==> src/hdl/wve_pkg.sv <==
// Package for the wavetable voice: opcodes, envelope stages, controller states,
// controller/datapath command structs, fixed-point constants and the pitch and onset ROMs.
// No dependencies.
`timescale 1ns / 1ps

package wve_pkg;

    typedef enum logic [1:0] {
        OP_TICK        = 2'd0,
        OP_NOTE_ON     = 2'd1,
        OP_NOTE_OFF    = 2'd2,
        OP_TABLE_WRITE = 2'd3
    } t_op;

    typedef enum logic [2:0] {
        STG_ON      = 3'd0,
        STG_ATTACK  = 3'd1,
        STG_DECAY   = 3'd2,
        STG_SUSTAIN = 3'd3,
        STG_RELEASE = 3'd4,
        STG_OFF     = 3'd5
    } t_stage;

    typedef enum logic [2:0] {
        S_IDLE,
        S_EVENT,
        S_ADVANCE,
        S_WRAP,
        S_ENVELOPE,
        S_READ,
        S_MULTIPLY,
        S_EMIT
    } t_state;

    typedef struct packed {
        logic capture;
        logic apply_event;
        logic advance;
        logic wrap;
        logic envelope;
        logic read;
        logic multiply;
        logic emit;
    } t_ctrl_cmd;

    typedef struct packed {
        logic playing;
    } t_ctrl_status;

    localparam int STEP_W  = 25;
    localparam int LEVEL_W = 24;
    localparam int K_W     = 17;

    localparam logic [LEVEL_W-1:0] LEVEL_RESET = 24'd65536;
    localparam logic [LEVEL_W-1:0] OFF_LEVEL   = 24'd655;
    localparam logic [6:0]         VEL_RESET   = 7'd1;
    localparam logic [6:0]         NOTE_RESET  = 7'd69;

    // Q16 envelope multipliers: 1.075, 0.995 and 0.7.
    localparam logic [K_W-1:0] K_ATTACK  = 17'd70451;
    localparam logic [K_W-1:0] K_DECAY   = 17'd65208;
    localparam logic [K_W-1:0] K_RELEASE = 17'd45875;

    // Stage thresholds per unit of velocity; decay and release compare 10 times the level.
    localparam logic [23:0] ATTACK_LIM  = 24'd98304;
    localparam logic [27:0] DECAY_LIM   = 28'd589824;
    localparam logic [27:0] RELEASE_LIM = 28'd65536;

    typedef logic [STEP_W-1:0]  t_step_rom  [128];
    typedef logic [LEVEL_W-1:0] t_level_rom [128];

    localparam longint unsigned SEMITONE_Q30 [12] = '{
        64'd1073741824, 64'd1137589835, 64'd1205234447, 64'd1276901417,
        64'd1352829926, 64'd1433273380, 64'd1518500250, 64'd1608794974,
        64'd1704458901, 64'd1805811301, 64'd1913190429, 64'd2026954652
    };

    // Step for each note: 2^((note-21)/12) in Q16, rounded half up.
    function automatic t_step_rom build_pitch_rom();
        t_step_rom        rom;
        int               d;
        int               sh;
        longint unsigned  v;
        for (int n = 0; n < 128; n++) begin
            d  = n + 3;
            sh = 16 - d / 12;
            v  = SEMITONE_Q30[d % 12];
            v  = (v + (64'd1 << (sh - 1))) >> sh;
            rom[n] = v[STEP_W-1:0];
        end
        return rom;
    endfunction

    // Note-on level: round(velocity * 0.8) in Q16.
    function automatic t_level_rom build_onset_rom();
        t_level_rom rom;
        longint     v;
        for (int n = 0; n < 128; n++) begin
            v = (longint'(n) * 64'd524288 + 64'd5) / 10;
            rom[n] = v[LEVEL_W-1:0];
        end
        return rom;
    endfunction

    localparam t_step_rom  PITCH_ROM = build_pitch_rom();
    localparam t_level_rom ONSET_ROM = build_onset_rom();

endpackage

==> src/hdl/wve_ctrl.sv <==
// Controller of the wavetable voice: sequences each request through the datapath
// and owns both handshakes. Depends on wve_pkg.
`timescale 1ns / 1ps

module wve_ctrl (
    input  logic                 i_clk,
    input  logic                 i_rst_n,
    input  logic                 i_in_valid,
    input  logic [1:0]           i_in_op,
    output logic                 o_in_ready,
    output logic                 o_out_valid,
    input  logic                 i_out_ready,
    input  wve_pkg::t_ctrl_status i_status,
    output wve_pkg::t_ctrl_cmd   o_cmd
);

    wve_pkg::t_state r_state;
    wve_pkg::t_state n_state;
    logic            r_out_valid;
    logic            n_out_valid;
    logic            w_out_free;

    assign w_out_free = !r_out_valid || i_out_ready;

    always_comb begin
        n_state = r_state;
        case (r_state)
            wve_pkg::S_IDLE: begin
                if (i_in_valid) begin
                    if (i_in_op != wve_pkg::OP_TICK) begin
                        n_state = wve_pkg::S_EVENT;
                    end else if (i_status.playing) begin
                        n_state = wve_pkg::S_ADVANCE;
                    end else begin
                        // A silent voice holds its phase and answers at once.
                        n_state = wve_pkg::S_EMIT;
                    end
                end
            end
            wve_pkg::S_EVENT:    n_state = wve_pkg::S_EMIT;
            wve_pkg::S_ADVANCE:  n_state = wve_pkg::S_WRAP;
            wve_pkg::S_WRAP:     n_state = wve_pkg::S_ENVELOPE;
            wve_pkg::S_ENVELOPE: n_state = wve_pkg::S_READ;
            wve_pkg::S_READ:     n_state = wve_pkg::S_MULTIPLY;
            wve_pkg::S_MULTIPLY: n_state = wve_pkg::S_EMIT;
            wve_pkg::S_EMIT: begin
                if (w_out_free) begin
                    n_state = wve_pkg::S_IDLE;
                end
            end
            default:             n_state = wve_pkg::S_IDLE;
        endcase
    end

    always_comb begin
        o_cmd             = '0;
        o_cmd.capture     = (r_state == wve_pkg::S_IDLE) && i_in_valid;
        o_cmd.apply_event = (r_state == wve_pkg::S_EVENT);
        o_cmd.advance     = (r_state == wve_pkg::S_ADVANCE);
        o_cmd.wrap        = (r_state == wve_pkg::S_WRAP);
        o_cmd.envelope    = (r_state == wve_pkg::S_ENVELOPE);
        o_cmd.read        = (r_state == wve_pkg::S_READ);
        o_cmd.multiply    = (r_state == wve_pkg::S_MULTIPLY);
        o_cmd.emit        = (r_state == wve_pkg::S_EMIT) && w_out_free;
        o_in_ready        = (r_state == wve_pkg::S_IDLE);
    end

    always_comb begin
        n_out_valid = r_out_valid;
        if (o_cmd.emit) begin
            n_out_valid = 1'b1;
        end else if (i_out_ready) begin
            n_out_valid = 1'b0;
        end
    end

    always_ff @(posedge i_clk) begin
        if (!i_rst_n) begin
            r_state     <= wve_pkg::S_IDLE;
            r_out_valid <= 1'b0;
        end else begin
            r_state     <= n_state;
            r_out_valid <= n_out_valid;
        end
    end

    assign o_out_valid = r_out_valid;

endmodule

==> config.mk <==
export PLATFORM = sky130hd
export DESIGN_NAME = wve_ctrl
export DESIGN_NICKNAME = d
export VERILOG_FILES = /design/src/hdl/wve_pkg.sv /design/src/hdl/wve_ctrl.sv
export SDC_FILE = /design/constraint.sdc
export NUM_CORES = 1
export LEC_CHECK = 0
export BUFFER_PORTS_ARGS = -buffer_cell sky130_fd_sc_hd__buf_2
export CORE_AREA = 2 2 39 41
export CTS_CLUSTER_SIZE = 40
export DETAILED_ROUTE_END_ITERATION = 7
export DIE_AREA = 0 0 41 43
export HOLD_SLACK_MARGIN = 0.03
export PLACE_DENSITY = 0.56
export SYNTH_ARGS = -nofsm -noshare
export SYNTH_HDL_FRONTEND = slang
export SYNTH_SLANG_ARGS = --single-unit
==> constraint.sdc <==
create_clock -name i_clk -period 3.1 [get_ports i_clk]
set_input_delay 0.465 -clock i_clk [delete_from_list [all_inputs] [get_ports i_clk]]
set_output_delay 0.465 -clock i_clk [all_outputs]
set_load 0.005 [all_outputs]
==> results.md <==
- Worst Tran Pin Value: 0.308 ns
- Dpl hpwl: 537 um
- Residual DRC: 0
- Mapped Cells: 37
- Clk sinks: 4
- Number of diodes: 0
- Sequential fraction of the synthesis area: 27.8%
- Leak Pwr: 0.000200 uW
- Reg2Reg Depth: 3
- Fin nets: 61
- Vias in the first global route: 276
- Synthesis Warnings: 0
- Area grow syn2layout: 34.8%
- R2r startpoint: r_state[2]$_SDFFE_PN0P_
- Pin count of the biggest net entering global routing: 12
- Cts hold-fix bufs: 0
- Slowest cell on the critical path: or3_4
- Startpoint Class: register
- Worst VDD drop: 162 uV
- Initial antenna violation count: 0
- Final Skew: 0.00144 ns
- Rows: 14
- Final min period: 1.81 ns
- Max Fanout on Critical Path: 11
- Register bit count reported by yosys: 4
- Die W: 41 um
- First-pass GRT wire length: 1020 um
- Post-CTS sizing: 0
- WP data arrival: 1.35 ns
- Core area: 1380 um^2
- Die height: 43 um
- Hold path cells: 2
- MaxCap Viol Count: 0
- Total negative slack: 0 ns
- Routed wire per std cell: 9.81 um
- Total Routing Usage GR: 9.04%
- Final WL: 667 um
- Status: finished, final reports clean
- Worst skew pair latency: 0.23 ns
- Fin util: 28.0%
- H-tree lvl count: 1
- Die area: 1760 um^2
- Final setup vio count: 0
- DRT Pass-1 Iters: 2
- Most frequent cells in the layout: buf_2 (16), inv_1 (4), dfxtp_1 (4)
- CTS Root Cell: clkbuf_4
- Synth cell types: 19
- Vias: 300
- Class of the worst hold path: in2reg
- Tcrit/Tclk final: 58.5%
- Clock Path Buffers: 2
- Initial Util: 20.8%
- ANT nets after route: 0
- CP peak stage delay: 0.44 ns
- Commonest non-fill, non-tap cell in the layout: buf_2
- Crit end category: primary output
- Slew Limit Fails: 0
- FF-to-FF setup slack: 1.84 ns
- Fraction of layout cells with a size suffix above 1: 44.2%
- Syn avg cell area: 7.78 um^2
- Fin. Hold Viols: 0
- Total grt overflow: 0
- WS Path Type: reg2out
- Relative slew slack: 79.4%
- WHS Endpoint: o_out_valid$_SDFFE_PN0P_
- Syn nets: 44
- Hold Crit Start: i_rst_n
- Placer congestion estimate: 0.638
- Critical Path RT: 2.63 ns
- Initial DRC count: 5
- CTS Buf Count: 3
- Clock slew at reported path FFs: 0.04 ns
- Boundary pin count: 17
- Crit path cell chain: or3_4, inv_1, and2_1, buf_2
- Vias per cell: 4.41
- RSZ-0062 raised after global routing: no
- PwrDens: 565 nW/um^2
- CTS tree: done
- Mapped Area: 288 um^2
- R2R Path End: r_state[0]$_SDFFE_PN0P_
- Setup bufs post-CTS: 0
- Port bufs: 16
- Max Freq: 0.552 GHz
[sequential cells by signal (all words and copies together) (netlist names)]
signal	count
o_out_valid	1
r_state	3
[power by group]
part           switching [uW]  internal (uW)  total, uW
Sequential               20.1           60.6       80.7
Clock                    19.7           43.2       62.9
Combinational            32.6           43.1       75.7
Total                    72.4            147        219
[worst max-delay path by stage]
stage,start,endpoint,slack (ns),depth (start not counted)
2_1_floorplan,r_state[2]$_SDFFE_PN0P_,o_cmd[7],1.74,3
3_3_place_gp,r_state[2]$_SDFFE_PN0P_,o_cmd[7],1.54,4
3_5_place_dp,r_state[2]$_SDFFE_PN0P_,o_cmd[7],1.51,4
4_1_cts,r_state[2]$_SDFFE_PN0P_,o_cmd[7],1.26,4
5_1_grt,r_state[2]$_SDFFE_PN0P_,o_cmd[7],1.20,4
6_report,r_state[2]$_SDFFE_PN0P_,o_cmd[7],1.29,4
[per-stage QoR]
| stage | hold WS [ns] | instance area, um^2 | power [uW] | setup slack (ns) | std cells |
|---|---|---|---|---|---|
| 3_5_place_dp | 0.637 | 365 | 159 | 1.51 | 65 |
| 5_1_grt | 0.474 | 388 | 238 | 1.20 | 68 |
| 4_1_cts | 0.458 | 388 | 225 | 1.26 | 68 |
| 2_1_floorplan | 0.584 | 288 | 133 | 1.74 | 37 |
| 6_report | 0.463 | 388 | 219 | 1.29 | 68 |
| 3_3_place_gp | 0.613 | 365 | 157 | 1.54 | 65 |
[worst max-delay path, delay by kind of cell (launching register included)]
family | cells | cell delay, ns
AND/OR/NAND/NOR | 2 | 0.55
flip-flops | 1 | 0.38
buffers and inverters | 2 | 0.17
[cell type report]
class | count | area (um^2)
clock buffers | 3 | 22.5
fillers | 159 | 996
inverters | 4 | 15.0
multi-input cells | 25 | 170
flip-flops and latches | 4 | 80.1
well taps | 16 | 20.0
repair buffers | 16 | 80.1
[cell usage after synthesis]
cell type	n	area (um^2)
or2_2	1	6.26
o32a_1	1	10.0
and3b_1	2	17.5
or3_4	1	11.3
nand3_2	1	10.0
nor2_1	1	3.75
nor4_1	1	6.26
nand2_1	1	3.75
o21ai_0	3	15.0
and2_1	2	12.5
inv_1	4	15.0
buf_4	1	7.51
a21oi_1	3	15.0
dfxtp_1	4	80.1
o21ai_1	1	5.00
nor3b_1	3	22.5
nor3_1	3	15.0
buf_2	3	15.0
o41ai_2	1	16.3
[layer usage]
layer | part of all wire (%) | vias to the layer above | track usage, %
met5 | 0 | - | 0
met2 | 44 | 13 | 13.8
met4 | 0 | 0 | 8.00
met3 | 9.0 | 0 | 3.14
li1 | - | 161 | -
met1 | 47 | 126 | 9.00
[cell families (layout without fill, tap and decap cells)]
family,count (synthesis),count (layout),share of synthesized area (%)
flops,4,4,27.8
buf+inv,8,23,13.0
compound gates,9,9,21.3
simple gates,16,16,37.8
No activity file was read; power rests on OpenSTA's default activity.
